**src/hw/rtl/rde_pkg.sv**
```systemverilog
// Shared types and constants for the radix digit emitter.
package rde_pkg;

  localparam int CHAR_W   = 8;
  localparam int DIGIT_W  = 4;
  localparam int COUNT_W  = 7;
  localparam int CFG_W    = 32;
  localparam int IDX_W    = 3;
  localparam int CHUNK_W  = 8;
  localparam int ALPHA_N  = 16;

  localparam logic [IDX_W-1:0] REG_RADIX      = 3'd0;
  localparam logic [IDX_W-1:0] REG_ALPHA_LEN  = 3'd1;
  localparam logic [IDX_W-1:0] REG_ALPHA_W0   = 3'd2;
  localparam logic [IDX_W-1:0] REG_ALPHA_W1   = 3'd3;
  localparam logic [IDX_W-1:0] REG_ALPHA_W2   = 3'd4;
  localparam logic [IDX_W-1:0] REG_ALPHA_W3   = 3'd5;

  localparam logic [4:0] RADIX_MIN   = 5'd2;
  localparam logic [4:0] RADIX_RST   = 5'd16;
  localparam logic [4:0] ALEN_RST    = 5'd16;
  localparam logic [4:0] ALEN_MAX    = 5'd16;
  localparam logic [CFG_W-1:0] ALPHA_W0_RST = 32'h33323130;
  localparam logic [CFG_W-1:0] ALPHA_W1_RST = 32'h37363534;
  localparam logic [CFG_W-1:0] ALPHA_W2_RST = 32'h62613938;
  localparam logic [CFG_W-1:0] ALPHA_W3_RST = 32'h66656463;

  // one conversion request handed from front to back
  typedef struct packed {
    logic               error;
    logic [COUNT_W-1:0] count;
  } desc_t;

  typedef enum logic [0:0] {
    F_IDLE,
    F_DIV
  } front_state_t;

  typedef enum logic [1:0] {
    B_IDLE,
    B_FETCH,
    B_EMIT,
    B_ERR
  } back_state_t;

endpackage

```
**src/hw/rtl/rde_front.sv**
```systemverilog
// Front end: classifies a request and divides it into digits, 8 quotient bits per cycle.
module rde_front #(
  parameter int MAX_DIGITS  = 64,
  parameter int VALUE_WIDTH = 64,
  localparam int AW     = $clog2(MAX_DIGITS),
  localparam int CNT_W  = $clog2(MAX_DIGITS + 1),
  localparam int PASSES = (VALUE_WIDTH + rde_pkg::CHUNK_W - 1) / rde_pkg::CHUNK_W,
  localparam int PAD_W  = PASSES * rde_pkg::CHUNK_W,
  localparam int STEP_W = (PASSES > 1) ? $clog2(PASSES) : 1
) (
  input  logic                        clk,
  input  logic                        rst,
  input  logic                        accept,
  input  logic [VALUE_WIDTH-1:0]      value,
  input  logic [4:0]                  radix,
  input  logic [4:0]                  alphabet_length,
  output logic                        busy,
  output logic                        mem_we,
  output logic [AW-1:0]               mem_addr,
  output logic [rde_pkg::DIGIT_W-1:0] mem_data,
  output logic                        push,
  output rde_pkg::desc_t              push_desc
);

  rde_pkg::front_state_t state, state_next;
  logic [PAD_W-1:0]            num, num_next;
  logic [rde_pkg::DIGIT_W-1:0] rem, rem_step;
  logic [STEP_W-1:0]           step;
  logic [CNT_W-1:0]            count, count_inc;
  logic [4:0]                  alen_sat;
  logic                        too_short;
  logic                        last_pass;
  logic                        done;
  logic [rde_pkg::CHUNK_W-1:0] quot;

  assign alen_sat  = (alphabet_length > rde_pkg::ALEN_MAX) ? rde_pkg::ALEN_MAX
                                                           : alphabet_length;
  assign too_short = alen_sat < radix;
  assign last_pass = (step == STEP_W'(PASSES - 1));
  assign count_inc = count + CNT_W'(1);

  // restoring division of one chunk; remainder stays below the radix
  always_comb begin
    logic [rde_pkg::DIGIT_W:0]   t;
    logic [rde_pkg::DIGIT_W-1:0] r;
    logic [rde_pkg::CHUNK_W-1:0] chunk;
    r     = rem;
    chunk = num[PAD_W-1 -: rde_pkg::CHUNK_W];
    quot  = '0;
    for (int j = rde_pkg::CHUNK_W - 1; j >= 0; j--) begin
      t = {r, chunk[j]};
      if (t >= radix) begin
        quot[j] = 1'b1;
        t = t - radix;
      end
      r = t[rde_pkg::DIGIT_W-1:0];
    end
    rem_step = r;
    num_next = PAD_W'({num, quot});
  end

  assign done = last_pass &&
                ((num_next == '0) || (count_inc == CNT_W'(MAX_DIGITS)));

  always_comb begin
    state_next = state;
    unique case (state)
      rde_pkg::F_IDLE: begin
        if (accept && !too_short) state_next = rde_pkg::F_DIV;
      end
      rde_pkg::F_DIV: begin
        if (done) state_next = rde_pkg::F_IDLE;
      end
      default: state_next = rde_pkg::F_IDLE;
    endcase
  end

  always_comb begin
    busy      = (state == rde_pkg::F_DIV);
    mem_we    = (state == rde_pkg::F_DIV) && last_pass;
    mem_addr  = count[AW-1:0];
    mem_data  = rem_step;
    push      = 1'b0;
    push_desc = '0;
    unique case (state)
      rde_pkg::F_IDLE: begin
        if (accept && too_short) begin
          push            = 1'b1;
          push_desc.error = 1'b1;
        end
      end
      rde_pkg::F_DIV: begin
        if (done) begin
          push            = 1'b1;
          push_desc.count = rde_pkg::COUNT_W'(count_inc);
        end
      end
      default: ;
    endcase
  end

  always_ff @(posedge clk) begin
    if (rst) begin
      state <= rde_pkg::F_IDLE;
    end else begin
      state <= state_next;
    end
  end

  always_ff @(posedge clk) begin
    if (state == rde_pkg::F_IDLE) begin
      num   <= PAD_W'(value);
      rem   <= '0;
      step  <= '0;
      count <= '0;
    end else begin
      num <= num_next;
      if (last_pass) begin
        rem   <= '0;
        step  <= '0;
        count <= count_inc;
      end else begin
        rem  <= rem_step;
        step <= step + STEP_W'(1);
      end
    end
  end

endmodule

```
**src/hw/rtl/rde_queue.sv**
```systemverilog
// Two-entry request queue between front and back.
module rde_queue (
  input  logic           clk,
  input  logic           rst,
  input  logic           push,
  input  rde_pkg::desc_t push_desc,
  input  logic           pop,
  output rde_pkg::desc_t pop_desc,
  output logic           empty,
  output logic           full
);

  rde_pkg::desc_t slots [2];
  logic       wptr, rptr;
  logic [1:0] fill;

  assign empty    = (fill == 2'd0);
  assign full     = (fill == 2'd2);
  assign pop_desc = slots[rptr];

  always_ff @(posedge clk) begin
    if (rst) begin
      wptr <= 1'b0;
      rptr <= 1'b0;
      fill <= 2'd0;
    end else begin
      if (push && !full) wptr <= ~wptr;
      if (pop && !empty) rptr <= ~rptr;
      if ((push && !full) && !(pop && !empty)) fill <= fill + 2'd1;
      else if (!(push && !full) && (pop && !empty)) fill <= fill - 2'd1;
    end
  end

  always_ff @(posedge clk) begin
    if (push && !full) slots[wptr] <= push_desc;
  end

endmodule

```
**src/hw/rtl/rde_back.sv**
```systemverilog
// Back end: digit store and character emission, most significant digit first.
module rde_back #(
  parameter int MAX_DIGITS = 64,
  localparam int AW = $clog2(MAX_DIGITS)
) (
  input  logic                        clk,
  input  logic                        rst,
  input  logic                        mem_we,
  input  logic [AW-1:0]               mem_addr,
  input  logic [rde_pkg::DIGIT_W-1:0] mem_data,
  input  logic                        q_empty,
  input  rde_pkg::desc_t              q_desc,
  input  logic [4*rde_pkg::CFG_W-1:0] alphabet,
  output logic                        pop,
  output logic                        busy,
  output logic                        result_valid,
  output logic [rde_pkg::CHAR_W-1:0]  character,
  output logic                        last,
  output logic                        error,
  output logic [rde_pkg::COUNT_W-1:0] digit_count
);

  rde_pkg::back_state_t state, state_next;
  logic [rde_pkg::DIGIT_W-1:0] store [MAX_DIGITS];
  logic [rde_pkg::DIGIT_W-1:0] rd_data;
  logic [AW-1:0]               idx;
  logic [rde_pkg::COUNT_W-1:0] cnt;
  logic                        at_first;

  assign at_first = (idx == '0);
  assign pop      = (state == rde_pkg::B_IDLE) && !q_empty;

  always_comb begin
    state_next = state;
    unique case (state)
      rde_pkg::B_IDLE: begin
        if (!q_empty) state_next = q_desc.error ? rde_pkg::B_ERR : rde_pkg::B_FETCH;
      end
      rde_pkg::B_FETCH: state_next = rde_pkg::B_EMIT;
      rde_pkg::B_EMIT:  state_next = at_first ? rde_pkg::B_IDLE : rde_pkg::B_FETCH;
      rde_pkg::B_ERR:   state_next = rde_pkg::B_IDLE;
      default:          state_next = rde_pkg::B_IDLE;
    endcase
  end

  always_comb begin
    busy         = (state != rde_pkg::B_IDLE);
    result_valid = 1'b0;
    character    = '0;
    last         = 1'b0;
    error        = 1'b0;
    digit_count  = '0;
    unique case (state)
      rde_pkg::B_EMIT: begin
        result_valid = 1'b1;
        character    = alphabet[{rd_data, 3'b000} +: rde_pkg::CHAR_W];
        last         = at_first;
        digit_count  = at_first ? cnt : '0;
      end
      rde_pkg::B_ERR: begin
        result_valid = 1'b1;
        last         = 1'b1;
        error        = 1'b1;
      end
      default: ;
    endcase
  end

  always_ff @(posedge clk) begin
    if (rst) begin
      state <= rde_pkg::B_IDLE;
    end else begin
      state <= state_next;
    end
  end

  always_ff @(posedge clk) begin
    if (pop) begin
      idx <= AW'(q_desc.count - rde_pkg::COUNT_W'(1));
      cnt <= q_desc.count;
    end else if (state == rde_pkg::B_EMIT && !at_first) begin
      idx <= idx - AW'(1);
    end
  end

  always_ff @(posedge clk) begin
    if (mem_we) store[mem_addr] <= mem_data;
    if (state == rde_pkg::B_FETCH) rd_data <= store[idx];
  end

endmodule

```
**src/hw/rtl/radix_digit_emitter_top.sv**
```systemverilog
// Top level of the radix digit emitter: registers, front, queue and back.
// The divider works through the value in 8-bit chunks for each digit; the emitter then
//   fetches and emits the stored digits one by one, in states B_FETCH and B_EMIT.
// One conversion at a time: busy falls the cycle after the last result.
// Reset (rst, synchronous) restores radix 16 and the alphabet "0123456789abcdef".
// Results cannot be stalled; each shows for one cycle with result_valid.
module radix_digit_emitter_top #(
  parameter int MAX_DIGITS  = 64,
  parameter int VALUE_WIDTH = 64
) (
  input  logic                        clk,
  input  logic                        rst,
  input  logic                        start,
  output logic                        busy,
  input  logic [63:0]                 value,
  input  logic                        wr_en,
  input  logic [rde_pkg::IDX_W-1:0]   wr_index,
  input  logic [rde_pkg::CFG_W-1:0]   wr_data,
  output logic                        result_valid,
  output logic [rde_pkg::CHAR_W-1:0]  character,
  output logic                        last,
  output logic                        error,
  output logic [rde_pkg::COUNT_W-1:0] digit_count
);

  localparam int AW = $clog2(MAX_DIGITS);

  logic [4:0]                  radix;
  logic [4:0]                  alphabet_length;
  logic [rde_pkg::CFG_W-1:0]   alpha_w0, alpha_w1, alpha_w2, alpha_w3;
  logic                        accept;
  logic                        front_busy, back_busy;
  logic                        mem_we;
  logic [AW-1:0]               mem_addr;
  logic [rde_pkg::DIGIT_W-1:0] mem_data;
  logic                        q_push, q_pop, q_empty, q_full;
  rde_pkg::desc_t              push_desc, pop_desc;

  assign busy   = front_busy || !q_empty || back_busy;
  assign accept = start && !busy;

  always_ff @(posedge clk) begin
    if (rst) begin
      radix           <= rde_pkg::RADIX_RST;
      alphabet_length <= rde_pkg::ALEN_RST;
      alpha_w0        <= rde_pkg::ALPHA_W0_RST;
      alpha_w1        <= rde_pkg::ALPHA_W1_RST;
      alpha_w2        <= rde_pkg::ALPHA_W2_RST;
      alpha_w3        <= rde_pkg::ALPHA_W3_RST;
    end else if (wr_en) begin
      unique case (wr_index)
        rde_pkg::REG_RADIX:
          radix <= (wr_data[4:0] < rde_pkg::RADIX_MIN) ? rde_pkg::RADIX_MIN : wr_data[4:0];
        rde_pkg::REG_ALPHA_LEN: alphabet_length <= wr_data[4:0];
        rde_pkg::REG_ALPHA_W0:  alpha_w0 <= wr_data;
        rde_pkg::REG_ALPHA_W1:  alpha_w1 <= wr_data;
        rde_pkg::REG_ALPHA_W2:  alpha_w2 <= wr_data;
        rde_pkg::REG_ALPHA_W3:  alpha_w3 <= wr_data;
        default: ;
      endcase
    end
  end

  rde_front #(
    .MAX_DIGITS (MAX_DIGITS),
    .VALUE_WIDTH(VALUE_WIDTH)
  ) u_front (
    .clk            (clk),
    .rst            (rst),
    .accept         (accept),
    .value          (value[VALUE_WIDTH-1:0]),
    .radix          (radix),
    .alphabet_length(alphabet_length),
    .busy           (front_busy),
    .mem_we         (mem_we),
    .mem_addr       (mem_addr),
    .mem_data       (mem_data),
    .push           (q_push),
    .push_desc      (push_desc)
  );

  rde_queue u_queue (
    .clk      (clk),
    .rst      (rst),
    .push     (q_push),
    .push_desc(push_desc),
    .pop      (q_pop),
    .pop_desc (pop_desc),
    .empty    (q_empty),
    .full     (q_full)
  );

  rde_back #(
    .MAX_DIGITS(MAX_DIGITS)
  ) u_back (
    .clk         (clk),
    .rst         (rst),
    .mem_we      (mem_we),
    .mem_addr    (mem_addr),
    .mem_data    (mem_data),
    .q_empty     (q_empty),
    .q_desc      (pop_desc),
    .alphabet    ({alpha_w3, alpha_w2, alpha_w1, alpha_w0}),
    .pop         (q_pop),
    .busy        (back_busy),
    .result_valid(result_valid),
    .character   (character),
    .last        (last),
    .error       (error),
    .digit_count (digit_count)
  );

  a_accept_busy: assert property (@(posedge clk) disable iff (rst)
    accept |=> busy) else $error("busy did not rise after an accepted request");

  a_no_overflow: assert property (@(posedge clk) disable iff (rst)
    !(q_push && q_full)) else $error("request queue overflow");

  a_result_busy: assert property (@(posedge clk) disable iff (rst)
    result_valid |-> busy) else $error("result emitted while idle");

  a_radix_floor: assert property (@(posedge clk) disable iff (rst)
    radix >= rde_pkg::RADIX_MIN) else $error("radix below two");

endmodule

```
**config.mk**
```make
export PLATFORM = sky130hd
export DESIGN_NAME = radix_digit_emitter_top
export DESIGN_NICKNAME = d
export VERILOG_FILES = /design/src/hw/rtl/rde_pkg.sv /design/src/hw/rtl/rde_front.sv /design/src/hw/rtl/rde_queue.sv /design/src/hw/rtl/rde_back.sv /design/src/hw/rtl/radix_digit_emitter_top.sv
export SDC_FILE = /design/constraint.sdc
export NUM_CORES = 1
export LEC_CHECK = 0
export BUFFER_PORTS_ARGS = -buffer_cell sky130_fd_sc_hd__buf_2
export CORE_AREA = 2 2 260 262
export CTS_CLUSTER_DIAMETER = 30
export DETAILED_ROUTE_END_ITERATION = 16
export DIE_AREA = 0 0 262 264
export GPL_TIMING_DRIVEN = 0
export SLEW_MARGIN = 20
export SYNTH_ARGS = -nofsm -noshare
export SYNTH_HDL_FRONTEND = slang
export SYNTH_SLANG_ARGS = --single-unit
```
**constraint.sdc**
```tcl
create_clock -name clk -period 18.25 [get_ports clk]
set_clock_uncertainty 0.1 [all_clocks]
set_input_delay 0.9125 -clock clk [delete_from_list [all_inputs] [get_ports clk]]
set_output_delay 0.9125 -clock clk [all_outputs]
set_load 0.01 [all_outputs]
```
# Word level (Yosys, flattened, before mapping)
# Memories as Yosys holds them, arrays and structs flattened. A register that Yosys moved wholly into a read port is not among the register bits.
# Cells that the tools add are included.
# totals
reg_bits,236
latch_bits,0
mem_bits_rw,272
rom_bits,0
in_bits,103
out_inout_bits,19
elab_cells,145
memories,2
# memory_table
name,depth,word_bits,rd,rd_clocked_by_memory_dff,write_ports,line,text
u_back.store,64,4,1,1,1,rde_back.sv:24,logic [rde_pkg::DIGIT_W-1:0] store [MAX_DIGITS];
u_queue.slots,2,8,1,1,1,rde_queue.sv:13,rde_pkg::desc_t slots [2];
# op_classes
addsub,14
mul,0
n_div,0
order_cmp,11
eq_ne,12
shift,1
mux,48
bitwise_logic,3
reduce_logical,37
# ops
op,count
$shiftx 128x8->8,1
$logic_not 64->1,1
$mux 64,1
$ge 5x5->1,8
$mux 4,8
$sub 4x4->4,8
$mux 7,4
$mux 1,22
$mux 6,2
$reduce_and 2->1,6
$sub 6x1->6 const B,2
$logic_and 1x1->1,11
$mux 5,2
$eq 3x3->1 const B,3
$mux 2,4
$mux 8,1
$pmux 2 s4,1
$add 7x1->7 const B,1
$eq 7x7->1 const B,1
$logic_not 1->1,7
$eq 2x2->1 const B,3
$eq 3x2->1 const B,2
$logic_not 6->1,1
$pmux 1 s2,3
other kinds (15),23

# Depth between registers and ports, before layout
# Gate-level depths: netlist (run 1).
# depth
ltp_word,26
ltp_mapped,54
ltp_nobuf,54

# Modules after synthesis
# Synthesis (run 1) repeated with hierarchy kept, for this count alone.
# hier_totals
hier_cells,1815
area_unflattened_um2,22725.5
# by_module_without_submodules
mod,instances,cells_per_inst,area_each_um2,seq_area_each_um2
rde_back,1,680,12116.6,8237.9
radix_digit_emitter_top,1,596,4934.7,2762.6
rde_front,1,489,4880.9,1581.5
rde_queue,1,50,793.3,580.6

# Worst setup path before layout (run 1)
# OpenSTA, ideal clock, no wires.
# synth_timing
kind,register -> register
startpoint,register radix[1]
endpoint,"memory u_back.store[0][3] in the netlist's numbering, data pin"
setup_time_ps,725
arrival_ps,12456
required_ps,17425
setup_slack_ps,4969
path_stages_with_launch,48
n_path_buf,0
period_less_slack_ps,13281
cell_sequence,dfxtp_1 > inv_1 > ha_1 > nand2_1 > o21ai_1 > a31oi_2 > mux2_2 > ha_1 > a21oi_1 > o21ai_1 > a31oi_2 > mux2_2 > inv_1 > ha_1 > nand2_1 > o21ai_1 > a31oi_2 > mux2_2 > [... 12 more ...] > ha_1 > a21oi_1 > a21boi_0 > a311o_1 > nand2b_1 > o21ai_0 > ha_1 > a21o_1 > a31oi_1 > o21ai_1 > inv_1 > mux2i_1 > ha_1 > a21oi_1 > o21ai_1 > nand2_1 > nand2_1 > o31ai_1
# synth_via
elab_chain_len,16
word_cells_on_any_way,24
classes_between,add/sub (8); order compare (8); mux (8)
# synth_lines
element,line,text
from (decl),radix_digit_emitter_top.sv:28,logic [4:0] radix;
from (signal assigned),radix_digit_emitter_top.sv:44,radix <= rde_pkg::RADIX_RST;
from (signal assigned),radix_digit_emitter_top.sv:53,radix <= (wr_data[4:0] < rde_pkg::RADIX_MIN) ? rde_pkg::RADIX_MIN : wr_data[4:0];
$sub 4x4->4 / $ge 5x5->1 (equally long branches),"rde_front.sv:54, rde_front.sv:52",
$mux 4,rde_front.sv:52,if (t >= radix) begin
$sub 4x4->4 / $ge 5x5->1 (equally long branches),"rde_front.sv:54, rde_front.sv:52",
$mux 4,rde_front.sv:52,
$sub 4x4->4 / $ge 5x5->1 (equally long branches),"rde_front.sv:54, rde_front.sv:52",
$mux 4,rde_front.sv:52,
$ge 5x5->1 / $sub 4x4->4 (equally long branches),"rde_front.sv:52, rde_front.sv:54",
$mux 4,rde_front.sv:52,
$sub 4x4->4 / $ge 5x5->1 (equally long branches),"rde_front.sv:54, rde_front.sv:52",
$mux 4,rde_front.sv:52,
$sub 4x4->4 / $ge 5x5->1 (equally long branches),"rde_front.sv:54, rde_front.sv:52",
$mux 4,rde_front.sv:52,
$ge 5x5->1 / $sub 4x4->4 (equally long branches),"rde_front.sv:52, rde_front.sv:54",
$mux 4,rde_front.sv:52,
$sub 4x4->4 / $ge 5x5->1 (equally long branches),"rde_front.sv:54, rde_front.sv:52",
$mux 4 (*),rde_front.sv:52,
"named net mem_data, one bit",radix_digit_emitter_top.sv:35,logic [rde_pkg::DIGIT_W-1:0] mem_data;
to (decl),rde_back.sv:24,
# The timed path passes the listed nets; every way through them passes the cells marked *.

# Final worst setup path (run 1)
# layout_timing
startpoint,register radix[1]
endpoint,"memory u_queue.slots[1][2] in the netlist's numbering, enable pin"
# layout_via
elab_chain_len,24
word_cells_on_any_way,41
classes_between,add/sub (7); order compare (9); mux (20); reduce/logical (5)
# layout_lines
element,line,text
$sub 4x4->4 / $ge 5x5->1 (equally long branches),"rde_front.sv:54, rde_front.sv:52",
$mux 4,rde_front.sv:52,
$sub 4x4->4 / $ge 5x5->1 (equally long branches),"rde_front.sv:54, rde_front.sv:52",
$mux 4,rde_front.sv:52,
$sub 4x4->4 / $ge 5x5->1 (equally long branches),"rde_front.sv:54, rde_front.sv:52",
$mux 4,rde_front.sv:52,
$ge 5x5->1 / $sub 4x4->4 (equally long branches),"rde_front.sv:52, rde_front.sv:54",
$mux 4,rde_front.sv:52,
[... 8 more ...],-,
$logic_not 64->1,rde_front.sv:63,((num_next == '0) || (count_inc == CNT_W'(MAX_DIGITS)));
$logic_or 1x1->1,rde_front.sv:63,
$logic_and 1x1->1,rde_front.sv:62,assign done = last_pass &&
$mux 1,rde_front.sv:93,if (done) begin
$pmux 1 s2 (*),rde_front.sv:85,unique case (state)
$logic_and 1x1->1 (*),rde_queue.sv:35,if (push && !full) slots[wptr] <= push_desc;
$mux 1 (*),rde_queue.sv:35,
$mux 1 (implied by the code) (*),rde_queue.sv:35,
to (decl),rde_queue.sv:13,
# Mark *: on every way between the ends. The rest lies on a longest branch, timed or not.

==> reports/qor.csv, run 1 <==
stage,metric,value,unit
status,status,completed,
worst_setup_path,cp_max_fo,12,
worst_setup_path,cp_top_family,compound AO/OA/AOI/OAI gates,
layout,stdcell_count,2899,
grt,first_global_vias,15300,
synth,ys_seq_area_frac,0.591,
synth,yosys_warnings,0,
synth,synth_edf_count,289,
worst_setup_path,slowest_delay,720,ps
cts,cts_buffer_depth,3,
worst_setup_path,crit_path_end_kind,register,
job,max_cap_viol_count,0,
timing,worstMarginPinSlew,942,ps
timing,report.final.slew_viol_count,0,
grt,grt_pass1_wl,89.2,mm
placed_design,numPortBuffers,120,
routing,vias,14700,
floorplanning,initial_core_util,0.335,
synth,synth_area,22300,um^2
cts,clk_latency,680,ps
routing,vias_per_cell,5.07,
synth,async_reset_ff_frac,0,
cts,cts_setup_buffers,0,
grt,antenna_found_initial,6,
timing,timing.fmax,0.0710,GHz
timing,finalSetupViolCount,0,
floorplanning,num_io_pins,122,
timing,rsz0062_at_grt,false,
synth,ys_ff_latch,513,
grt,grt_usage,0.169,
placed_design,placed_cells,2701,
timing,period_needed,14090,ps
cts,cts_buffers,104,
layout,nets,2094,
synth,syn-num-nets,1863,
floorplanning,row_count,95,
floorplanning,die_w,262,um
cts,cts_tree,done,
placed_design,dpl-instance-area,24100,um^2
timing,finalHoldViolCount,0,
layout,finish.instance_area,28000,um^2
cts,clk_pin_slew,50,ps
timing,final.period_utilization,0.772,
floorplanning,coreArea,66600,um^2
routing,firstDrtPassIters,5,
floorplanning,die-area,69200,um^2
timing,tns,0,ps
synth,synth_cell_types,55,
worst_setup_path,cp_slowest_cell,a21oi_1,
routing,drc,0,
synth,syn_inst,1703,
grt,overflow,0,
layout,drive_gt1_frac,0.262,
cts,cts-hold-fix-buffers,0,
routing,routedWlPerCell,20.2,um
timing,maxSlewHeadroom,0.372,
routing,drt-total-wl,58.6,mm
routing,drt_iter0_drc,1106,
floorplanning,dieHeight,264,um
layout,area_growth,25.7,%
worst_setup_path,path_common_cell,ha_1,
worst_setup_path,worstSetupStartpointType,register,
layout,finish.utilization,0.421,
worst_setup_path,required,18410,ps
worst_setup_path,cp_data_arrival_time,14250,ps
grt,grt_max_degree,66,
cts,cts_resized,0,
cts,cts_max_level,3,
routing,ant_nets,0,
worst_hold_path,min-delay-path-class,reg -> reg,
placed_design,dpl.hpwl,41.3,mm
placed_design,gp_congestion,0.843,
synth,yosys_most_used_dff,edfxtp_1,
cts,ctsRootBufferMaster,clkbuf_16,
cts,cts.sinks,513,
synth,avgSynthCellArea,13.1,um^2
worst_setup_path,path_class,reg -> reg,
worst_setup_path,worstPathBufferInverterCount,4,
-- worst reg2reg max path, delay by kind of cell (launching register included) --
family	cells	cell delay [ps]
mux	6	2310
simple gates	5	1190
fa+ha+maj	8	2460
buf+inv	4	810
compound gates	24	6160
flops	1	670
-- layer usage --
metal,GRT usage,share of wire
met1,0.208,0.41
met2,0.282,0.49
met3,0.0392,0.064
met4,0.0771,0.035
met5,0,0.00061
-- area by class of cell --
| cell class | instances | area, um^2 |
|---|---|---|
| fill | 6070 | 38600 |
| clock inverter | 72 | 1150 |
| buffer | 99 | 402 |
| antenna | 3 | 7.51 |
| multi-input combinational | 1059 | 8640 |
| timing repair buffer | 125 | 697 |
| sequential | 513 | 13200 |
| tap | 873 | 1090 |
| inverter | 32 | 120 |
| clock buffer | 123 | 2730 |
-- logic make-up after synthesis --
family,Yosys count,share of synthesized area
xor+xnor,34,0.0134
fa+ha+maj,57,0.0347
flops,513,0.591
buf+inv,131,0.0234
simple gates,581,0.122
mux,219,0.172
compound gates,168,0.0440
-- cell usage in the layout (no fill, tap or decap), types with 16 or more instances in the layout --
master,instances
ha_1,49
inv_1,32
mux2_2,78
mux4_2,124
nor2_1,99
nor2b_1,26
nand2_1,294
clkbuf_16,104
clkbuf_1,93
a21oi_1,108
xnor2_1,23
mux2i_1,16
edfxtp_1,289
nand3_1,17
bufinv_16,20
nand3b_1,59
and2_1,22
buf_2,125
dfxtp_1,224
nor4_1,18
-- through the flow --
stage | hold WS (ps) | worst slack [ps]
floorplan | 298 | 4970
global placement | 308 | 123
detailed placement | 316 | 4170
CTS | 323 | 4160
global route | 354 | 2980
finish | 320 | 4160
-- state kept, by name (all words and copies together) (netlist names), 6 cells and up, named ones only --
| register | flops |
|---|---|
| alpha_w0 | 32 |
| alpha_w1 | 32 |
| alpha_w2 | 32 |
| alpha_w3 | 32 |
| u_back.cnt | 7 |
| u_back.idx | 6 |
| u_back.store | 256 |
| u_front.count | 7 |
| u_front.num | 64 |
| u_queue.slots | 16 |
-- cell usage after synthesis, drive strengths merged (6+ instances only) --
| cell | number | share of area |
|---|---|---|
| nand2 | 294 | 0.050 |
| edfxtp | 289 | 0.39 |
| dfxtp | 224 | 0.20 |
| mux4 | 124 | 0.13 |
| a21oi | 109 | 0.024 |
| nor2 | 99 | 0.017 |
| clkbuf | 81 | 0.014 |
| mux2 | 79 | 0.040 |
| nand3b | 59 | 0.020 |
| ha | 49 | 0.028 |
| inv | 32 | 0.0054 |
| nor2b | 26 | 0.0073 |
| xnor2 | 23 | 0.0090 |
| and2 | 22 | 0.0062 |
| buf | 18 | 0.0043 |
| nor4 | 18 | 0.0051 |
| nand3 | 17 | 0.0038 |
| mux2i | 16 | 0.0072 |
| o21ai | 15 | 0.0034 |
| a21o | 14 | 0.0047 |
| nand2b | 11 | 0.0031 |
| xor2 | 11 | 0.0043 |
| nor3 | 9 | 0.0020 |
| fa | 8 | 0.0072 |
| nand4 | 7 | 0.0020 |
| a31oi | 6 | 0.0025 |
-- path summary, 6_finish.rpt --
path	start	to	slack (ps)	cells after the start
setup / recovery	radix[1]	u_queue.slots[1][2]	4160	47
hold / removal	u_front.step[0]	u_front.step[0]	320	1
setup reg to reg	radix[1]	u_queue.slots[1][2]	4160	47
hold reg to reg	u_front.step[0]	u_front.step[0]	320	1
Power of run 1 is left out: the tool's default activity adds up to more than one toggle a clock period on the data nets, which glitch-free logic cannot reach.
==> inputs of run 2 (changes only) <==
==> constraint.sdc (replaced) <==
create_clock -name clk -period 13.85 [get_ports clk]
set_clock_uncertainty 0.1 [all_clocks]
set_input_delay 0.6925 -clock clk [delete_from_list [all_inputs] [get_ports clk]]
set_output_delay 0.6925 -clock clk [all_outputs]
set_load 0.01 [all_outputs]
==> run 2 against run 1 <==
Core utilization grew 0.11 points. Sequential share of layout area is 0.12 points lower. Worst hold slack got worse by 170 ps. Via count fell by 0.14%. Register-to-register slack worse by 3300 ps. Non-clock buffer count increased by 5. Clock-buffer cell count did not move. Routed wire length rose by 0.25%. Flip-flop and latch count unchanged. Die area unchanged. Fmax rose by 8.7%. First-iteration DRC count shrank 1.4%.
==> reports/qor.csv, run 2 (synthesis gave the netlist of run 1 again) <==
stage,metric,value,unit,change
cts,cts_buffers,104,,unchanged
cts,cts_max_level,3,,unchanged
worst_setup_path,r2r_start,radix[1],,
timing,worstMarginPinSlew,934,ps,-8.44 ps
layout,seq_area,13200,um^2,about the same
status,status,completed,,
routing,routedWlPerCell,20.2,um,about the same
floorplanning,coreArea,66600,um^2,unchanged
floorplanning,die_w,262,um,unchanged
grt,grt_max_degree,66,,unchanged
routing,drt-total-wl,58.7,mm,+0.25%
worst_setup_path,required,14350,ps,-4060 ps
routing,drt_iter0_drc,1091,,-1.4%
layout,regMostFlops,u_back.store,,
cts,ctsRootBufferMaster,clkbuf_16,,
cts,cts.sinks,513,,unchanged
job,max_cap_viol_count,0,,unchanged
timing,maxSlewHeadroom,0.378,,+0.00563
layout,drive_gt1_frac,0.267,,+0.00527
worst_setup_path,r2r-end,u_queue.fill[1],,
floorplanning,row_count,95,,unchanged
cts,clk_latency,680,ps,about the same
grt,grt_usage,0.169,,about the same
placed_design,dpl.hpwl,41.3,mm,unchanged
timing,rsz0062_at_grt,false,,
routing,ant_nets,0,,unchanged
timing,finalSetupViolCount,0,,unchanged
layout,nFillCells,6068,,-0.033%
layout,multi_input_area,8670,um^2,+0.36%
worst_setup_path,path_common_cell,ha_1,,
worst_hold_path,min-delay-path-class,in -> reg,,
cts,cts_tree,done,,
floorplanning,dieHeight,264,um,unchanged
timing,final.period_utilization,0.936,,+0.164
worst_setup_path,cp_slowest_cell,or4_1,,
timing,period_needed,12970,ps,-1120 ps
worst_setup_path,cp-endpoint,u_queue.fill[1],,
cts,cts_buffer_depth,3,,unchanged
layout,area_growth,26.0,%,
routing,firstDrtPassIters,5,,unchanged
layout,nets,2099,,+0.24%
layout,finish.instance_area,28100,um^2,+0.26%
grt,first_global_vias,15300,,+0.052%
floorplanning,num_io_pins,122,,unchanged
routing,drc,0,,unchanged
timing,finalHoldViolCount,0,,unchanged
layout,top_regs,"u_back.store x256, u_front.num x64",,
layout,stdcell_count,2904,,+0.17%
worst_setup_path,cp_data_arrival_time,13460,ps,-790 ps
grt,antenna_found_initial,6,,unchanged
worst_setup_path,ff2ff_path_depth,51,,+8.5%
worst_setup_path,slowest_delay,650,ps,-70 ps
placed_design,placed_cells,2701,,unchanged
floorplanning,die-area,69200,um^2,unchanged
layout,final_common_cell,nand2_1,,
worst_setup_path,crit_start,radix[1],,
worst_setup_path,crit_path_end_kind,register,,
worst_setup_path,worstSetupStartpointType,register,,
timing,report.final.slew_viol_count,0,,unchanged
grt,grt_pass1_wl,89.3,mm,about the same
floorplanning,initial_core_util,0.335,,unchanged
grt,overflow,0,,unchanged
layout,largest_reg_flops,256,,unchanged
layout,most-common-layout-cells,"294 x nand2_1, 289 x edfxtp_1, 223 x dfxtp_1, 125 x buf_2, 124 x mux4_2",,
routing,vias,14700,,-0.14%
placed_design,gp_congestion,0.843,,unchanged
worst_setup_path,reg2reg_setup_slack,880,ps,-3280 ps
routing,vias_per_cell,5.05,,-0.31%
placed_design,numPortBuffers,120,,unchanged
worst_setup_path,path_class,reg -> reg,,
cts,clk_pin_slew,50,ps,about the same
placed_design,dpl-instance-area,24100,um^2,unchanged
timing,timing.fmax,0.0771,GHz,+8.7%
worst_setup_path,cp_max_fo,8,,-4
[run 2: cell types whose count changed in the layout (fill, tap and decap cells not counted), sizes merged]
cell	change
clkinvlp	+1
buf	+5
inv	-1
[run 2: worst max-delay path, delay by kind of cell, from the launching register on]
| family | cells | cell delay (ps) |
|---|---|---|
| adder cells (fa/ha/maj) | 9 | 2750 |
| AO/OA/AOI/OAI | 24 | 4980 |
| multiplexers | 6 | 2250 |
| AND/OR/NAND/NOR | 7 | 1640 |
| buffers and inverters | 5 | 640 |
| flip-flops | 1 | 530 |
[run 2: worst min path at each step]
stage                     from         endpoint  slack, ps  cells after the start
2_1_floorplan  u_front.step[0]  u_front.step[0]        300                      1
6_report             value[13]  u_front.num[13]        150                      2
3_3_place_gp   u_front.step[0]  u_front.step[0]        310                      1
4_1_cts              value[13]  u_front.num[13]        120                      2
5_1_grt              value[53]  u_front.num[53]        130                      2
3_5_place_dp   u_front.step[0]  u_front.step[0]        320                      1
[run 2: per-stage QoR]
stage          setup TNS (ps)   util  worst slack [ps]  hold WS, ps
2_1_floorplan               0      -               569          298
3_3_place_gp          -434390  0.360             -4280          308
3_5_place_dp            -3450  0.362              -227          316
4_1_cts                     0  0.421              33.2          118
5_1_grt                     0  0.422              93.1          134
6_report                    0  0.422               881          151
[run 2: what timing repair did]
| action | 4_1_cts | 5_1_grt |
|---|---|---|
| endpoints found under the setup margin | 18 | 215 |
| resized for setup | 3 | 6 |
| setup buffers | 0 | 5 |
| hold buffers | 0 | 0 |
| cloned | 0 | 0 |
[run 2: per-layer routing]
layer / track usage / routed length, um / up-vias
met1: 0.208 / 24300 / 7272
li1: - / - / 6767
met4: 0.0771 / 2020 / 6
met3: 0.0392 / 3740 / 144
met5: 0 / 36 / -
met2: 0.282 / 28600 / 489
[run 2: layout make-up]
type,instances,share of cell area
tap,873,0.0389
multi-input combinational,1059,0.309
inverter,32,0.00441
buffer,99,0.0143
antenna,3,0.000267
sequential,513,0.469
clock inverter,72,0.0410
timing repair buffer,130,0.0262
clock buffer,123,0.0974
Power of run 2 is left out for the same reason.
==> inputs of run 3 (changes only) <==
--- a/config.mk
+++ b/config.mk
@@ -11,6 +11,7 @@
 export DETAILED_ROUTE_END_ITERATION = 16
 export DIE_AREA = 0 0 262 264
 export GPL_TIMING_DRIVEN = 0
+export PLACE_DENSITY_LB_ADDON = 0.15
 export SLEW_MARGIN = 20
 export SYNTH_ARGS = -nofsm -noshare
 export SYNTH_HDL_FRONTEND = slang
==> constraint.sdc (replaced) <==
create_clock -name clk -period 12.85 [get_ports clk]
set_clock_uncertainty 0.1 [all_clocks]
set_input_delay 0.6425 -clock clk [delete_from_list [all_inputs] [get_ports clk]]
set_output_delay 0.6425 -clock clk [all_outputs]
set_load 0.01 [all_outputs]
==> run 3 against run 2 <==
Die area unchanged. Core utilization is 0.52 points higher. Via count increased by 0.44%. Clock-buffer cell count rose by 3. Global-route usage rose by 1.2 points. Register-to-register slack barely moved. First-iteration DRC count fell by 19%. Critical path depth fell by 1. Sequential share of layout area fell by 0.56 points.
==> reports/qor.csv, run 3 (synthesis gave the netlist of run 1 again) <==
stage,metric,value,unit,change
status,status,completed,,
grt,grt_usage,0.182,,+0.0123
routing,vias,14700,,+0.44%
cts,clk_pin_slew,50,ps,about the same
layout,multi_input_area,8720,um^2,+0.53%
layout,seq_area,13200,um^2,about the same
worst_setup_path,slowest_delay,640,ps,about the same
worst_setup_path,cp_slowest_cell,or4_1,,
timing,worstMarginPinSlew,966,ps,+32.6 ps
floorplanning,coreArea,66600,um^2,unchanged
cts,cts_tree,done,,
cts,cts.sinks,513,,unchanged
placed_design,dpl.hpwl,43.1,mm,+4.3%
floorplanning,initial_core_util,0.335,,unchanged
worst_setup_path,crit_path_end_kind,register,,
cts,cts-hold-fix-buffers,0,,unchanged
timing,final.period_utilization,0.932,,-0.00392
floorplanning,num_io_pins,122,,unchanged
worst_setup_path,path_common_cell,ha_1,,
timing,finalSetupViolCount,0,,unchanged
grt,first_global_vias,15500,,+1.2%
routing,drc,0,,unchanged
cts,cts_buffer_depth,3,,unchanged
layout,most-common-layout-cells,"294 x nand2_1, 289 x edfxtp_1, 222 x dfxtp_1, 125 x buf_2, 124 x mux4_2",,
cts,cts_buffers,112,,+7.7%
routing,ant_nets,0,,unchanged
timing,timing.fmax,0.0835,GHz,+8.2%
layout,stdcell_count,2927,,+0.79%
worst_setup_path,cp_top_family,compound AO/OA/AOI/OAI gates,,
timing,maxSlewHeadroom,0.356,,-0.0217
layout,largest_reg_flops,256,,unchanged
worst_setup_path,crit_start,radix[1],,
placed_design,gp_congestion,0.815,,-3.3%
layout,final_common_cell,nand2_1,,
timing,report.final.slew_viol_count,0,,unchanged
timing,finalHoldViolCount,0,,unchanged
job,max_cap_viol_count,0,,unchanged
routing,drt-total-wl,62.1,mm,+5.7%
cts,clk_latency,670,ps,about the same
layout,drive_gt1_frac,0.282,,+0.0146
layout,nets,2115,,+0.76%
floorplanning,die_w,262,um,unchanged
worst_hold_path,min_from,value[35],,
routing,routedWlPerCell,21.2,um,+4.9%
floorplanning,die-area,69200,um^2,unchanged
routing,firstDrtPassIters,5,,unchanged
placed_design,numPortBuffers,120,,unchanged
layout,area_growth,27.5,%,
worst_setup_path,worstSetupStartpointType,register,,
worst_setup_path,worstPathBufferInverterCount,4,,-1
routing,drt_iter0_drc,888,,-19%
layout,antenna-diode-count,0,,-3
floorplanning,dieHeight,264,um,unchanged
layout,top_regs,"u_back.store x256, u_front.num x64",,
timing,period_needed,11980,ps,-987 ps
worst_setup_path,cp_max_fo,8,,unchanged
timing,fin_hold_ws,95.0,ps,-55.6 ps
cts,cts_max_level,3,,unchanged
layout,nFillCells,6149,,+1.3%
worst_setup_path,required,13290,ps,-1060 ps
worst_setup_path,r2r_start,radix[1],,
placed_design,placed_cells,2702,,+0.037%
routing,vias_per_cell,5.04,,-0.35%
grt,grt_max_degree,66,,unchanged
grt,antenna_found_initial,3,,-3
grt,grt_pass1_wl,94.2,mm,+5.5%
worst_hold_path,min-delay-path-class,in -> reg,,
floorplanning,row_count,95,,unchanged
grt,overflow,0,,unchanged
worst_setup_path,cp_data_arrival_time,12420,ps,-1040 ps
worst_setup_path,path_class,reg -> reg,,
layout,regMostFlops,u_back.store,,
cts,ctsRootBufferMaster,clkbuf_16,,
[run 3: cell types whose count changed in the layout (fill, tap and decap cells not counted), sizes merged]
cell and delta:
clkinv +11, clkinvlp +11, buf +8, inv -6, clkbuf +3, diode -3
bufinv -1
[run 3: worst paths after layout]
path | end | slack [ps] | cells after the start
worst min register to register | u_front.step[0] | 330 | 1
worst min-delay path | u_front.num[35] | 100 | 2
worst max register to register | u_queue.fill[1] | 870 | 50
worst max-delay path | u_queue.fill[1] | 870 | 50
[run 3: cell type report]
type / instances / area share
inverter: 32 / 0.00462
sequential: 513 / 0.463
buffer: 99 / 0.0141
multi-input combinational: 1059 / 0.307
tap: 873 / 0.0384
timing repair buffer: 138 / 0.0284
clock buffer: 126 / 0.103
clock inverter: 87 / 0.0420
[run 3: repair_timing]
item	4_1_cts	5_1_grt
setup buffers	3	9
gates resized for setup	16	5
pin swaps	1	3
endpoints found under the setup margin	293	91
[run 3: worst reg2reg max path, delay by kind of cell, from the launching register on]
kind	cells	cell delay, ps
simple gates	7	1610
buf+inv	4	480
compound gates	24	4370
fa+ha+maj	9	2730
mux	6	2130
flops	1	460
[run 3: metal layers]
layer / vias up / part of all wire / track usage
met2: 511 / 0.45 / 0.277
met4: 6 / 0.027 / 0.0663
met5: - / 0.00066 / 0
li1: 6807 / - / -
met1: 7302 / 0.45 / 0.251
met3: 116 / 0.074 / 0.0440
[run 3: metrics by stage]
stage	area (um^2)	setup WS, ps	util	setup TNS, ps
after global placement	24000	-4000	0.360	-710760
after detailed placement	24100	-1750	0.363	-198460
after CTS	28300	6.35	0.426	0
final	28400	868	0.427	0
after global routing	28400	-22.9	0.427	-22.9
after floorplan	22300	674	-	0
Power of run 3 is left out for the same reason.
